<file path="src/rtl/nfq_pkg.sv">
// Shared types, character codes and word tables for the nonfinite float quoter.
package nfq_pkg;

  // Default depth of the queue between the front and the back.
  localparam int QUEUE_DEPTH_DEFAULT = 2;

  // Number of bytes that may be held while a word is still open.
  localparam int HELD_DEPTH = 3;

  // Character codes that the rewriter cares about.
  localparam logic [7:0] CHAR_QUOTE  = 8'h22;
  localparam logic [7:0] CHAR_BSLASH = 8'h5C;
  localparam logic [7:0] CHAR_MINUS  = 8'h2D;
  localparam logic [7:0] CHAR_N      = 8'h6E;
  localparam logic [7:0] CHAR_A      = 8'h61;
  localparam logic [7:0] CHAR_I      = 8'h69;
  localparam logic [7:0] CHAR_F      = 8'h66;

  // Class of one byte, worked out once in the front.
  typedef enum logic [2:0] {
    CLS_OTHER  = 3'd0,
    CLS_QUOTE  = 3'd1,
    CLS_BSLASH = 3'd2,
    CLS_MINUS  = 3'd3,
    CLS_N      = 3'd4,
    CLS_A      = 3'd5,
    CLS_I      = 3'd6,
    CLS_F      = 3'd7
  } chr_class_t;

  // A byte together with its class.
  typedef struct packed {
    logic [7:0] data;
    chr_class_t cls;
  } tok_t;

  // One queued request: the classified byte and the end-of-text mark.
  typedef struct packed {
    tok_t tok;
    logic last;
  } item_t;

  // The bare words, in the order in which they are tried.
  typedef enum logic [1:0] {
    WORD_NEG_NAN = 2'd0,
    WORD_NAN     = 2'd1,
    WORD_NEG_INF = 2'd2,
    WORD_INF     = 2'd3
  } word_t;

  // Length of a word in characters.
  function automatic logic [2:0] word_len(word_t w);
    logic [2:0] len;
    case (w)
      WORD_NEG_NAN: len = 3'd4;
      WORD_NAN:     len = 3'd3;
      WORD_NEG_INF: len = 3'd4;
      WORD_INF:     len = 3'd3;
      default:      len = 3'd3;
    endcase
    return len;
  endfunction

  // Class of character k of a word; positions past the end give CLS_OTHER.
  function automatic chr_class_t word_cls(word_t w, logic [1:0] k);
    chr_class_t c;
    c = CLS_OTHER;
    case (w)
      WORD_NEG_NAN: begin
        case (k)
          2'd0:    c = CLS_MINUS;
          2'd1:    c = CLS_N;
          2'd2:    c = CLS_A;
          default: c = CLS_N;
        endcase
      end
      WORD_NAN: begin
        case (k)
          2'd0:    c = CLS_N;
          2'd1:    c = CLS_A;
          2'd2:    c = CLS_N;
          default: c = CLS_OTHER;
        endcase
      end
      WORD_NEG_INF: begin
        case (k)
          2'd0:    c = CLS_MINUS;
          2'd1:    c = CLS_I;
          2'd2:    c = CLS_N;
          default: c = CLS_F;
        endcase
      end
      WORD_INF: begin
        case (k)
          2'd0:    c = CLS_I;
          2'd1:    c = CLS_N;
          2'd2:    c = CLS_F;
          default: c = CLS_OTHER;
        endcase
      end
      default: c = CLS_OTHER;
    endcase
    return c;
  endfunction

  // Byte value of a character class.
  function automatic logic [7:0] cls_char(chr_class_t c);
    logic [7:0] b;
    case (c)
      CLS_QUOTE:  b = CHAR_QUOTE;
      CLS_BSLASH: b = CHAR_BSLASH;
      CLS_MINUS:  b = CHAR_MINUS;
      CLS_N:      b = CHAR_N;
      CLS_A:      b = CHAR_A;
      CLS_I:      b = CHAR_I;
      CLS_F:      b = CHAR_F;
      default:    b = 8'h00;
    endcase
    return b;
  endfunction

  // Byte at a position of the quoted word after its opening quote:
  // the word's characters, then the closing quote.
  function automatic logic [7:0] word_byte(word_t w, logic [2:0] pos);
    logic [7:0] b;
    if (pos < word_len(w)) begin
      b = cls_char(word_cls(w, pos[1:0]));
    end else begin
      b = CHAR_QUOTE;
    end
    return b;
  endfunction

endpackage

</file>
<file path="src/rtl/nfq_front.sv">
// Front of the quoter: takes input requests and classifies each byte.
module nfq_front (
  input  logic            byte_valid,
  output logic            byte_ready,
  input  logic [7:0]      in_byte,
  input  logic            text_last,
  output logic            push_valid,
  input  logic            push_ready,
  output nfq_pkg::item_t  push_item
);

  nfq_pkg::chr_class_t cls;

  // Sort the byte into the classes that the back end tests.
  always_comb begin
    case (in_byte)
      nfq_pkg::CHAR_QUOTE:  cls = nfq_pkg::CLS_QUOTE;
      nfq_pkg::CHAR_BSLASH: cls = nfq_pkg::CLS_BSLASH;
      nfq_pkg::CHAR_MINUS:  cls = nfq_pkg::CLS_MINUS;
      nfq_pkg::CHAR_N:      cls = nfq_pkg::CLS_N;
      nfq_pkg::CHAR_A:      cls = nfq_pkg::CLS_A;
      nfq_pkg::CHAR_I:      cls = nfq_pkg::CLS_I;
      nfq_pkg::CHAR_F:      cls = nfq_pkg::CLS_F;
      default:              cls = nfq_pkg::CLS_OTHER;
    endcase
  end

  // A request is taken whenever the queue has room.
  assign push_item.tok.data = in_byte;
  assign push_item.tok.cls  = cls;
  assign push_item.last     = text_last;
  assign push_valid         = byte_valid;
  assign byte_ready         = push_ready;

endmodule

</file>
<file path="src/rtl/nfq_queue.sv">
// Short request queue between the front and the back of the quoter.
module nfq_queue #(
  parameter int DEPTH = nfq_pkg::QUEUE_DEPTH_DEFAULT
) (
  input  logic            clk,
  input  logic            rst,
  input  logic            push_valid,
  output logic            push_ready,
  input  nfq_pkg::item_t  push_item,
  output logic            pop_valid,
  input  logic            pop,
  output nfq_pkg::item_t  pop_item
);

  localparam int PTR_W = (DEPTH > 1) ? $clog2(DEPTH) : 1;
  localparam int CNT_W = $clog2(DEPTH + 1);

  nfq_pkg::item_t   entries [DEPTH];
  logic [PTR_W-1:0] wr_ptr;
  logic [PTR_W-1:0] rd_ptr;
  logic [CNT_W-1:0] count;
  logic             push_en;
  logic             pop_en;

  assign push_ready = (count != CNT_W'(DEPTH));
  assign pop_valid  = (count != '0);
  assign push_en    = push_valid && push_ready;
  assign pop_en     = pop && pop_valid;
  assign pop_item   = entries[rd_ptr];

  // Entry storage.
  always_ff @(posedge clk) begin
    if (push_en) begin
      entries[wr_ptr] <= push_item;
    end
  end

  // Pointers and fill count.
  always_ff @(posedge clk) begin
    if (rst) begin
      wr_ptr <= '0;
      rd_ptr <= '0;
      count  <= '0;
    end else begin
      if (push_en) begin
        wr_ptr <= (wr_ptr == PTR_W'(DEPTH - 1)) ? '0 : wr_ptr + PTR_W'(1);
      end
      if (pop_en) begin
        rd_ptr <= (rd_ptr == PTR_W'(DEPTH - 1)) ? '0 : rd_ptr + PTR_W'(1);
      end
      if (push_en && !pop_en) begin
        count <= count + CNT_W'(1);
      end else if (pop_en && !push_en) begin
        count <= count - CNT_W'(1);
      end
    end
  end

endmodule

</file>
<file path="src/rtl/nfq_back.sv">
// Back of the quoter: matching engine, replay buffer and result registers.
module nfq_back (
  input  logic            clk,
  input  logic            rst,
  input  nfq_pkg::item_t  q_item,
  input  logic            q_valid,
  output logic            q_pop,
  output logic [7:0]      out_byte,
  output logic            run_end,
  output logic            text_end,
  output logic            result_valid,
  input  logic            result_ready
);

  // Quoting state.
  logic               inside_quotes, inside_quotes_next;
  logic               escape_pending, escape_pending_next;
  nfq_pkg::tok_t      held [nfq_pkg::HELD_DEPTH];
  nfq_pkg::tok_t      held_next [nfq_pkg::HELD_DEPTH];
  logic [1:0]         held_cnt, held_cnt_next;

  // Bytes of a broken prefix waiting to be looked at again.
  nfq_pkg::tok_t      rb [nfq_pkg::HELD_DEPTH];
  nfq_pkg::tok_t      rb_next [nfq_pkg::HELD_DEPTH];
  logic [1:0]         rb_cnt, rb_cnt_next;

  // Sequencer for the rest of a quoted word.
  logic               em_active, em_active_next;
  nfq_pkg::word_t     em_word, em_word_next;
  logic [2:0]         em_pos, em_pos_next;

  logic               cur_last, cur_last_next;

  // Pending byte of the current request, not yet known to be its last.
  logic               p_valid;
  logic [7:0]         p_byte;
  logic               p_final;
  logic               p_text;

  // Step controls.
  logic               o_free;
  logic               adv;
  logic               flush_pend;
  logic               act;
  logic               step_en;
  nfq_pkg::tok_t      step_tok;
  nfq_pkg::tok_t      rest0, rest1;
  logic [1:0]         rest_cnt;
  logic               gen_valid;
  logic [7:0]         gen_byte;
  logic               gen_last;
  logic               gen_done;
  logic               p_out;

  // Match results.
  logic               m_full;
  logic               m_prefix;
  nfq_pkg::word_t     m_word;

  // Compare the held bytes plus the new byte against every word.
  always_comb begin
    nfq_pkg::chr_class_t cand [4];
    logic [2:0]          len;
    logic [2:0]          wl;
    logic                eq;
    m_full   = 1'b0;
    m_prefix = 1'b0;
    m_word   = nfq_pkg::WORD_NEG_NAN;
    len      = {1'b0, held_cnt} + 3'd1;
    for (int k = 0; k < 4; k++) begin
      if (3'(k) < {1'b0, held_cnt}) begin
        cand[k] = held[k % nfq_pkg::HELD_DEPTH].cls;
      end else if (3'(k) == {1'b0, held_cnt}) begin
        cand[k] = step_tok.cls;
      end else begin
        cand[k] = nfq_pkg::CLS_OTHER;
      end
    end
    for (int w = 0; w < 4; w++) begin
      wl = nfq_pkg::word_len(nfq_pkg::word_t'(2'(w)));
      eq = (len <= wl);
      for (int k = 0; k < 4; k++) begin
        if (3'(k) < len && cand[k] != nfq_pkg::word_cls(nfq_pkg::word_t'(2'(w)), 2'(k))) begin
          eq = 1'b0;
        end
      end
      if (eq && len == wl && !m_full) begin
        m_full = 1'b1;
        m_word = nfq_pkg::word_t'(2'(w));
      end
      if (eq && len < wl) begin
        m_prefix = 1'b1;
      end
    end
  end

  // One step per unstalled cycle: finish a word, replay, flush or take a request.
  always_comb begin
    logic done;
    inside_quotes_next  = inside_quotes;
    escape_pending_next = escape_pending;
    held_next           = held;
    held_cnt_next       = held_cnt;
    rb_next             = rb;
    rb_cnt_next         = rb_cnt;
    em_active_next      = em_active;
    em_word_next        = em_word;
    em_pos_next         = em_pos;
    cur_last_next       = cur_last;
    gen_valid           = 1'b0;
    gen_byte            = '0;
    gen_last            = cur_last;
    act                 = 1'b0;
    step_en             = 1'b0;
    q_pop               = 1'b0;
    step_tok            = rb[0];
    rest0               = rb[1];
    rest1               = rb[2];
    rest_cnt            = rb_cnt - 2'd1;
    done                = 1'b0;

    o_free     = !result_valid || result_ready;
    adv        = !p_valid || o_free;
    flush_pend = cur_last && (held_cnt != 2'd0);

    // Pick the work for this cycle.
    if (adv) begin
      if (em_active) begin
        act         = 1'b1;
        gen_valid   = 1'b1;
        gen_byte    = nfq_pkg::word_byte(em_word, em_pos);
        em_pos_next = em_pos + 3'd1;
        if (em_pos == nfq_pkg::word_len(em_word)) begin
          em_active_next = 1'b0;
        end
      end else if (rb_cnt != 2'd0) begin
        act     = 1'b1;
        step_en = 1'b1;
      end else if (flush_pend) begin
        act           = 1'b1;
        gen_valid     = 1'b1;
        gen_byte      = held[0].data;
        held_next[0]  = held[1];
        held_next[1]  = held[2];
        held_cnt_next = held_cnt - 2'd1;
      end else if (q_valid) begin
        act           = 1'b1;
        step_en       = 1'b1;
        q_pop         = 1'b1;
        step_tok      = q_item.tok;
        rest_cnt      = 2'd0;
        gen_last      = q_item.last;
        cur_last_next = q_item.last;
      end
    end

    // Examine one byte.
    if (step_en) begin
      rb_next[0]  = rest0;
      rb_next[1]  = rest1;
      rb_cnt_next = rest_cnt;
      if (inside_quotes) begin
        gen_valid = 1'b1;
        gen_byte  = step_tok.data;
        if (escape_pending) begin
          escape_pending_next = 1'b0;
        end else if (step_tok.cls == nfq_pkg::CLS_BSLASH) begin
          escape_pending_next = 1'b1;
        end else if (step_tok.cls == nfq_pkg::CLS_QUOTE) begin
          inside_quotes_next = 1'b0;
        end
      end else if (held_cnt == 2'd0 && step_tok.cls == nfq_pkg::CLS_QUOTE) begin
        gen_valid          = 1'b1;
        gen_byte           = step_tok.data;
        inside_quotes_next = 1'b1;
      end else if (m_full) begin
        gen_valid      = 1'b1;
        gen_byte       = nfq_pkg::CHAR_QUOTE;
        em_active_next = 1'b1;
        em_word_next   = m_word;
        em_pos_next    = 3'd0;
        held_cnt_next  = 2'd0;
      end else if (m_prefix && held_cnt != 2'd3) begin
        held_next[held_cnt] = step_tok;
        held_cnt_next       = held_cnt + 2'd1;
      end else if (held_cnt == 2'd0) begin
        gen_valid = 1'b1;
        gen_byte  = step_tok.data;
      end else begin
        // Broken prefix: give out the first held byte and look at the rest again.
        gen_valid     = 1'b1;
        gen_byte      = held[0].data;
        held_cnt_next = 2'd0;
        case (held_cnt)
          2'd1: begin
            rb_next[0]  = step_tok;
            rb_next[1]  = rest0;
            rb_next[2]  = rest1;
            rb_cnt_next = rest_cnt + 2'd1;
          end
          2'd2: begin
            rb_next[0]  = held[1];
            rb_next[1]  = step_tok;
            rb_next[2]  = rest0;
            rb_cnt_next = rest_cnt + 2'd2;
          end
          default: begin
            rb_next[0]  = held[1];
            rb_next[1]  = held[2];
            rb_next[2]  = step_tok;
            rb_cnt_next = 2'd3;
          end
        endcase
      end
    end

    // The request is finished once nothing of it is left.
    if (act) begin
      done = !em_active_next && (rb_cnt_next == 2'd0)
             && !(gen_last && held_cnt_next != 2'd0);
      if (done && gen_last) begin
        inside_quotes_next  = 1'b0;
        escape_pending_next = 1'b0;
        held_cnt_next       = 2'd0;
      end
    end
    gen_done = act && done;
  end

  // The pending byte moves on once final, on a later byte or at the request end.
  assign p_out = p_valid && o_free && (p_final || gen_valid || gen_done);

  // Control state.
  always_ff @(posedge clk) begin
    if (rst) begin
      inside_quotes  <= 1'b0;
      escape_pending <= 1'b0;
      held_cnt       <= 2'd0;
      rb_cnt         <= 2'd0;
      em_active      <= 1'b0;
      cur_last       <= 1'b0;
      p_valid        <= 1'b0;
      result_valid   <= 1'b0;
    end else begin
      inside_quotes  <= inside_quotes_next;
      escape_pending <= escape_pending_next;
      held_cnt       <= held_cnt_next;
      rb_cnt         <= rb_cnt_next;
      em_active      <= em_active_next;
      cur_last       <= cur_last_next;
      if (gen_valid) begin
        p_valid <= 1'b1;
      end else if (p_out) begin
        p_valid <= 1'b0;
      end
      if (p_out) begin
        result_valid <= 1'b1;
      end else if (result_ready) begin
        result_valid <= 1'b0;
      end
    end
  end

  // Payload registers.
  always_ff @(posedge clk) begin
    held    <= held_next;
    rb      <= rb_next;
    em_word <= em_word_next;
    em_pos  <= em_pos_next;
    if (gen_valid) begin
      p_byte  <= gen_byte;
      p_final <= gen_done;
      p_text  <= gen_done && gen_last;
    end
    if (p_out) begin
      out_byte <= p_byte;
      run_end  <= p_final || (gen_done && !gen_valid);
      text_end <= p_final ? p_text : (gen_done && !gen_valid && gen_last);
    end
  end

`ifndef ASSERT_OFF
  a_quote_no_hold: assert property (@(posedge clk) disable iff (rst)
    inside_quotes |-> held_cnt == 2'd0)
    else $error("bytes held inside a string");

  a_escape_in_quote: assert property (@(posedge clk) disable iff (rst)
    escape_pending |-> inside_quotes)
    else $error("escape pending outside a string");

  a_word_no_hold: assert property (@(posedge clk) disable iff (rst)
    em_active |-> held_cnt == 2'd0)
    else $error("bytes held while a word is sent");

  a_open_byte_has_work: assert property (@(posedge clk) disable iff (rst)
    (p_valid && !p_final) |-> (em_active || rb_cnt != 2'd0 || (cur_last && held_cnt != 2'd0)))
    else $error("pending byte not final but its request has no work left");

  a_text_end_run_end: assert property (@(posedge clk) disable iff (rst)
    (result_valid && text_end) |-> run_end)
    else $error("text end without run end");
`endif

endmodule

</file>
<file path="src/rtl/nonfinite_float_quoter.sv">
// Top level of the nonfinite float quoter: front, request queue and back.
// Throughput: one request per cycle while each gives at most one result byte and
// the result port is not held back. The result port carries one byte per cycle
// while result_ready is high, so a quoted word gives five or six result bytes and
// a broken prefix replays its held bytes one per cycle.
// Reset: synchronous, clears the queue, quoting state and result_valid at once.
module nonfinite_float_quoter #(
  parameter int QUEUE_DEPTH = nfq_pkg::QUEUE_DEPTH_DEFAULT
) (
  input  logic       clk,
  input  logic       rst,
  input  logic       byte_valid,
  output logic       byte_ready,
  input  logic [7:0] in_byte,
  input  logic       text_last,
  output logic       result_valid,
  input  logic       result_ready,
  output logic [7:0] out_byte,
  output logic       run_end,
  output logic       text_end
);

  nfq_pkg::item_t push_item;
  logic           push_valid;
  logic           push_ready;
  nfq_pkg::item_t q_item;
  logic           q_valid;
  logic           q_pop;

  // Classify incoming requests.
  nfq_front u_front (
    .byte_valid (byte_valid),
    .byte_ready (byte_ready),
    .in_byte    (in_byte),
    .text_last  (text_last),
    .push_valid (push_valid),
    .push_ready (push_ready),
    .push_item  (push_item)
  );

  // Decouple the front from the back.
  nfq_queue #(
    .DEPTH (QUEUE_DEPTH)
  ) u_queue (
    .clk        (clk),
    .rst        (rst),
    .push_valid (push_valid),
    .push_ready (push_ready),
    .push_item  (push_item),
    .pop_valid  (q_valid),
    .pop        (q_pop),
    .pop_item   (q_item)
  );

  // Rewrite the text and drive the results.
  nfq_back u_back (
    .clk          (clk),
    .rst          (rst),
    .q_item       (q_item),
    .q_valid      (q_valid),
    .q_pop        (q_pop),
    .out_byte     (out_byte),
    .run_end      (run_end),
    .text_end     (text_end),
    .result_valid (result_valid),
    .result_ready (result_ready)
  );

endmodule
</file>
<file path="config.mk">
export PLATFORM = sky130hd
export DESIGN_NAME = nonfinite_float_quoter
export DESIGN_NICKNAME = d
export VERILOG_FILES = /design/src/rtl/nfq_pkg.sv /design/src/rtl/nfq_front.sv /design/src/rtl/nfq_queue.sv /design/src/rtl/nfq_back.sv /design/src/rtl/nonfinite_float_quoter.sv
export SDC_FILE = /design/constraint.sdc
export NUM_CORES = 1
export LEC_CHECK = 0
export BUFFER_PORTS_ARGS = -buffer_cell sky130_fd_sc_hd__clkbuf_2
export CAP_MARGIN = 10
export CORE_ASPECT_RATIO = 1.1
export CORE_MARGIN = 5
export CORE_UTILIZATION = 40
export DETAILED_ROUTE_END_ITERATION = 8
export GPL_ROUTABILITY_DRIVEN = 0
export PLACE_DENSITY = 0.62
export REMOVE_ABC_BUFFERS = 1
export SLEW_MARGIN = 20
export SYNTH_ARGS = -nofsm -noshare
export SYNTH_HDL_FRONTEND = slang
export SYNTH_SLANG_ARGS = --single-unit
</file>
<file path="constraint.sdc">
create_clock -name clk -period 9.9 [get_ports clk]
set_input_delay 1.98 -clock clk [delete_from_list [all_inputs] [get_ports clk]]
set_output_delay 1.98 -clock clk [all_outputs]
set_load 0.005 [all_outputs]
</file>
# Word level (Yosys, flattened, before mapping)
# Memories as Yosys holds them, arrays and structs flattened. A register that Yosys moved wholly into a read port is not among the register bits.
# Cells that the tools add are included.
# totals
ff_bits,105
ram_bits,24
input_bits,13
out_inout_bits,12
word_cells,354
mem_count,1
# memory_table
name,words,word_bits,rd,rd_clocked_by_memory_dff,write_ports,line,source
u_queue.entries,2,12,1,1,1,nfq_queue.sv:18,nfq_pkg::item_t entries [DEPTH];
# classes
add_sub_neg,11
magnitude_cmp,14
eq_ne,43
mux,170
bitwise,7
reduce_logical,76
# ops
cell,count
33-bit two-way mux,10
22-bit two-way mux,4
1-bit two-way mux,84
8-bit two-way mux,10
11-bit two-way mux,6
33-bit case mux with 2 select lines,1
3-bit two-way mux,18
2-bit two-way mux,25
7-bit case mux with 7 select lines,1
1-bit logical AND,41
8-bit by 7-bit == test with 1-bit output (second input constant),5
33-bit bitwise mux,1
3-bit inequality test (second input constant),10
11-bit demux with 2-bit select,1
3-bit case mux with 7 select lines,1
3-bit case mux with 2 select lines,3
3-bit case mux with 3 select lines,2
8-bit by 6-bit == test with 1-bit output (second input constant),2
3-bit == test (second input constant),5
2-bit nonzero test,7
3-bit by 2-bit == test with 1-bit output (second input constant),4
3-bit case mux with 4 select lines,1
1-bit zero test,10
2-bit == test (second input constant),4
other kinds (37),65

# Logic depth before layout (Yosys ltp)
# depth
depth_word,39
depth_mapped,19
depth_no_buf,16

# Hierarchy
# Synthesis repeated with hierarchy kept, for this count alone.
# hier_totals
cells_unflattened,714
area_unflattened_um2,7124.3
# modules_own_cells
mod,n_inst,cells_per_inst,area_per_inst_um2
nfq_back,1,620,5798.1
nfq_queue,1,61,1083.5
nfq_front,1,33,242.7

# Worst setup path after synthesis
# No wires, ideal clock.
# synth_path
path_type,input port to flip-flop
startpoint,input port result_ready
endpoint,register u_back.out_byte[0] (enable)
arrival_ns,5.340
path_slack_ns,4.216
path_stages,14
path_cell_list,and3b_1 buf_6 nor4_4 mux2i_1 o221ai_1 o31ai_1 nand3_1 a22oi_4 nor3_1 a221o_1 o21ai_0 and4_1 buf_6 o311a_1
# synth_via
elab_chain_len,34
# synth_rtl
element,line,source
"start, declared",nonfinite_float_quoter.sv:17,"input logic result_ready,"
1-bit logical OR *,nfq_back.sv:122,o_free = !result_valid || result_ready;
1-bit logical OR *,nfq_back.sv:123,adv = !p_valid || o_free;
11-bit two-way mux,nfq_back.sv:127,if (adv) begin
3-bit two-way mux,nfq_back.sv:73,"end else if (3'(k) == {1'b0, held_cnt}) begin"
3-bit two-way mux,nfq_back.sv:71,"if (3'(k) < {1'b0, held_cnt}) begin"
3-bit by 2-bit inequality test with 1-bit output,nfq_back.sv:83,"if (3'(k) < len && cand[k] != nfq_pkg::word_cls(nfq_pkg::word_t'(2'(w)), 2'(k))) begin"
1-bit logical AND,nfq_back.sv:83,
1-bit two-way mux (4 in series),nfq_back.sv:83,
[... 17 more ...],n/a,
1-bit zero test,nfq_back.sv:220,&& !(gen_last && held_cnt_next != 2'd0);
1-bit logical AND,nfq_back.sv:220,
1-bit two-way mux,nfq_back.sv:218,if (act) begin
1-bit logical AND *,nfq_back.sv:227,gen_done = act && done;
via u_back.gen_done,nfq_back.sv:52,logic gen_done;
1-bit logical OR *,nfq_back.sv:231,assign p_out = p_valid && o_free && (p_final || gen_valid || gen_done);
1-bit logical AND *,nfq_back.sv:231,
via u_back.p_out,nfq_back.sv:53,logic p_out;
"end signal, assigned",nfq_back.sv:276,out_byte <= p_byte;
"end, declared",nfq_back.sv:8,"output logic [7:0] out_byte,"
# Mark *: on every way through the listed nets, which the timed path passes. The rest lies on a longest branch.
# A chain may end at the register's enable or synchronous reset.

# Worst setup path after layout
# layout_path
startpoint,input port result_ready
endpoint,register u_back.out_byte[6] (enable)
# layout_via
elab_chain_len,34
# layout_rtl
element,line
1-bit logical OR *,nfq_back.sv:122
1-bit logical OR,nfq_back.sv:123
11-bit two-way mux,nfq_back.sv:127
3-bit two-way mux,nfq_back.sv:73
3-bit two-way mux,nfq_back.sv:71
3-bit by 2-bit inequality test with 1-bit output,nfq_back.sv:83
1-bit logical AND,nfq_back.sv:83
1-bit two-way mux (4 in series),nfq_back.sv:83
[... 16 more ...],n/a
1-bit logical AND,nfq_back.sv:220
1-bit zero test,nfq_back.sv:220
1-bit logical AND,nfq_back.sv:220
1-bit two-way mux,nfq_back.sv:218
1-bit logical AND,nfq_back.sv:227
1-bit logical OR,nfq_back.sv:231
1-bit logical AND *,nfq_back.sv:231
via u_back.p_out,nfq_back.sv:53
# Marked as above.

==> results by group <==
Run status
  – Run status: completed

Synth
  – Fraction of the yosys area taken by sequential cells: ~52%
  – Cell taking the most area after synthesis: sky130_fd_sc_hd__edfxtp_1
  – Yosys top cell area share: 39.8%
  – Top FF cell, synth: sky130_fd_sc_hd__edfxtp_1
  – Synth async-reset ratio: 0%
  – Post-synthesis average cell area: 9.51 um2
  – Post-synthesis register bit count: 130
  – Number of distinct library cells after synthesis: 74
  – Most frequent cell after synthesis: sky130_fd_sc_hd__nor2_1
  – Post-synthesis instance area: 6780 um2
  – Instance count of the mapped netlist: a little over 700
  – Ys Warns: 0
  – Most frequent cells after synthesis: sky130_fd_sc_hd__nor2_1, sky130_fd_sc_hd__nand2_1, sky130_fd_sc_hd__edfxtp_1, sky130_fd_sc_hd__a21oi_1, sky130_fd_sc_hd__dfxtp_1
  – Cell types occupying the most area after synthesis: sky130_fd_sc_hd__edfxtp_1, sky130_fd_sc_hd__dfxtp_1, sky130_fd_sc_hd__nor2_1
  – EDFF count, synth: 90

Timing
  – Total Neg Setup Slack: 0 ns
  – Unrepaired setup endpoints after global routing: false
  – Least setup slack across all paths after layout: roughly 3 ns
  – Layout Skew: around 0.0069 ns
  – Final setup viols: 0
  – Worst-margin pin slew: approximately 1.1 ns
  – Hold Violations, Final: 0
  – Final number of max-transition violations: 0
  – Max-slew headroom at the worst pin: 29.3%
  – Worst hold slack after final layout: between 0.4 and 0.5 ns
  – Final clock period utilization by the worst path: 69.5%
  – Fmax: around 150 MHz
  – Final worst path period need: 6.88 ns

CTS
  – CTS tree: built
  – Clock insertion delay at the later pin of the skew report: around 0.42 ns
  – CTS Sinks: 130
  – Number of hold-repair buffers added at the cts stage: 0
  – Clock root buffer master: sky130_fd_sc_hd__clkbuf_16
  – Setup bufs post-CTS: 0
  – Clock-pin slew on the worst setup and hold paths: approximately 0.060 ns
  – Inserted Clock Buffers: 17
  – H-tree levels: 4
  – Buffer depth of the longest clock path: 2
  – Resize count post-CTS: 0

Final layout
  – Number of standard cells in the final layout excluding fillers: 943
  – Antenna Diode Count: 0
  – Nets@finish: 753
  – Final Util: a little under half
  – Final Instance Area: ~7600 um2
  – Synthesis-to-finish area growth: 12.0%
  – Proportion of layout cells with a drive suffix above 1: about a tenth

Floorplan
  – Die outline area: around 20,000 um2
  – Number of rows in the core area: 50
  – Core area: between 15,000 and 20,000 um2
  – Die X-Extent: approximately 130 um
  – # IOs: 25
  – Initial Utilization: ~40%
  – Die height: 147 um

Placement
  – DP Worst Slack: 2.71 ns
  – DP HPWL: approximately 12,000 um
  – Placed insts: roughly 910
  – Placed inst area: around 7100 um2
  – Number of buffer cells added on primary ports: 24

Setup path
  – Length in cells of the worst reg-to-reg path: 16
  – Classification of the worst setup path: input pin to flip-flop
  – Peak per-stage delay on the critical path: between 0.7 and 0.8 ns
  – Critical path's slowest cell: sky130_fd_sc_hd__nor4_4
  – Cell mode on critical path: sky130_fd_sc_hd__nor4_4
  – WP data required: 9.96 ns
  – Crit path arrival time: roughly 6.9 ns
  – Element type at the critical path start: input pin
  – Cell-by-cell trace of the critical path: clkbuf_2 -> and3b_1 -> nor4_4 -> mux2i_1 -> inv_2 -> a21oi_1 -> a22oi_1 -> a32oi_1 -> o211ai_2 -> nor4_4 -> buf_4 -> nor4_1 -> a221oi_1 -> and4_1 -> o311a_1
  – Capturing element type of the critical path: flip-flop
  – Biggest fanout along the worst timing path: 56

Route
  – Length of the first detailed-routing pass in iterations: 5
  – WL/cell: between 15 and 20 um
  – Avg Vias per Cell: a little under 6
  – Total detailed-routing wirelength: 16,900 um
  – # DRC: 0
  – Iteration-0 DRC Markers: 359
  – Routed vias: roughly 5,400
  – ANT nets after route: 0

Global routing
  – Pin count of the biggest net entering global routing: 57
  – Vias in the first global route: between 5,000 and 6,000
  – Global-route wire length before repair: ~27,000 um
  – Grt total ovfl: 0
  – Number of antenna violations at the first check in global routing: 0
  – Gr usage total: 17.4%

Pwr
  – Peak VDD IR: ~0.14 mV
  – Overall Power: a little under 3 mW
  – Power density over the cells: 383 nW/um2
  – Leakage component of the power: 2.83 nW

Hold path
  – Worst min-delay path category: flip-flop to flip-flop
  – Min-Delay Path Depth: 0

Flow run
  – Max-cap viol count: 0
[flip-flops by register name, summed over array words and instances (netlist names), named ones only]
name and flops:
u_back.rb 33, u_queue.entries 24, u_back.held 22, u_back.out_byte 8
u_back.p_byte 8, u_back.em_pos 3, u_back.em_word 2, u_back.held_cnt 2
u_back.rb_cnt 2, u_queue.count 2, u_back.cur_last 1, u_back.em_active 1
u_back.escape_pending 1, u_back.inside_quotes 1, u_back.p_final 1, u_back.p_text 1
u_back.p_valid 1, u_back.result_valid 1, u_back.run_end 1, u_back.text_end 1
u_queue.rd_ptr 1, u_queue.wr_ptr 1
[where the power goes]
group	internal [mW]	switching, mW	total (mW)
sequential	0.897	0.128	1.02
clock	0.342	0.237	0.579
combinational	0.434	0.875	1.31
total	1.67	1.24	2.91
[layout by cell type, fill, tap and decap left out, types with 7 or more instances in the layout]
master / n
sky130_fd_sc_hd__a31oi_1: 27
sky130_fd_sc_hd__a21oi_1: 64
sky130_fd_sc_hd__ha_1: 17
sky130_fd_sc_hd__nand3_1: 12
sky130_fd_sc_hd__dfxtp_1: 40
sky130_fd_sc_hd__edfxtp_1: 90
sky130_fd_sc_hd__nor2b_1: 13
sky130_fd_sc_hd__nand2_1: 91
sky130_fd_sc_hd__o21ai_0: 28
sky130_fd_sc_hd__nand2b_1: 10
sky130_fd_sc_hd__mux2i_1: 14
sky130_fd_sc_hd__o221ai_1: 13
sky130_fd_sc_hd__inv_1: 39
sky130_fd_sc_hd__xor2_1: 7
sky130_fd_sc_hd__clkbuf_2: 24
sky130_fd_sc_hd__clkbuf_16: 17
sky130_fd_sc_hd__nor2_1: 98
sky130_fd_sc_hd__o21a_1: 10
sky130_fd_sc_hd__nor3_1: 8
[metal layers]
| layer | track usage [%] | part of all wire [%] |
|---|---|---|
| met3 | 3.51 | 6.3 |
| met1 | 21.7 | 42 |
| met2 | 28.4 | 48 |
| met5 | 0 | 0 |
| met4 | 9.11 | 3.7 |
[final timing paths]
check             slack, ns                          start                            to
setup reg to reg       3.45  u_back.held_cnt[1]$_SDFF_PP0_  u_back.out_byte[6]$_DFFE_PP_
hold / removal         0.42     u_back.p_byte[3]$_DFFE_PP_  u_back.out_byte[3]$_DFFE_PP_
hold reg to reg        0.42     u_back.p_byte[3]$_DFFE_PP_  u_back.out_byte[3]$_DFFE_PP_
setup / recovery       3.02                   result_ready  u_back.out_byte[6]$_DFFE_PP_
[final cells by class]
class	instances	area [um2]
Fill cell	1539	9230
Timing Repair Buffer	29	158
Tap cell	208	260
Multi-Input combinational cell	502	2970
Sequential cell	130	3500
Clock inverter	14	116
Clock buffer	17	425
Inverter	43	161
[critical path, delay by kind of cell]
family	cells	cell delay, ns
AOI/OAI and AO/OA	6	1.59
muxes	1	0.71
buffers and inverters	3	0.78
and+or+nand+nor	5	1.85
[kinds of logic (layout without fill, tap and decap cells)]
family / after synthesis / count (layout) / synth area share (%)
buf+inv: 81 / 103 / 4.81
flops: 130 / 130 / 51.6
compound gates: 195 / 195 / 19.2
xor+xnor: 9 / 9 / 1.16
mux: 14 / 14 / 2.07
simple gates: 267 / 267 / 18.0
fa+ha+maj: 17 / 17 / 3.14
Note: power is estimated with default switching activity, not from simulation.
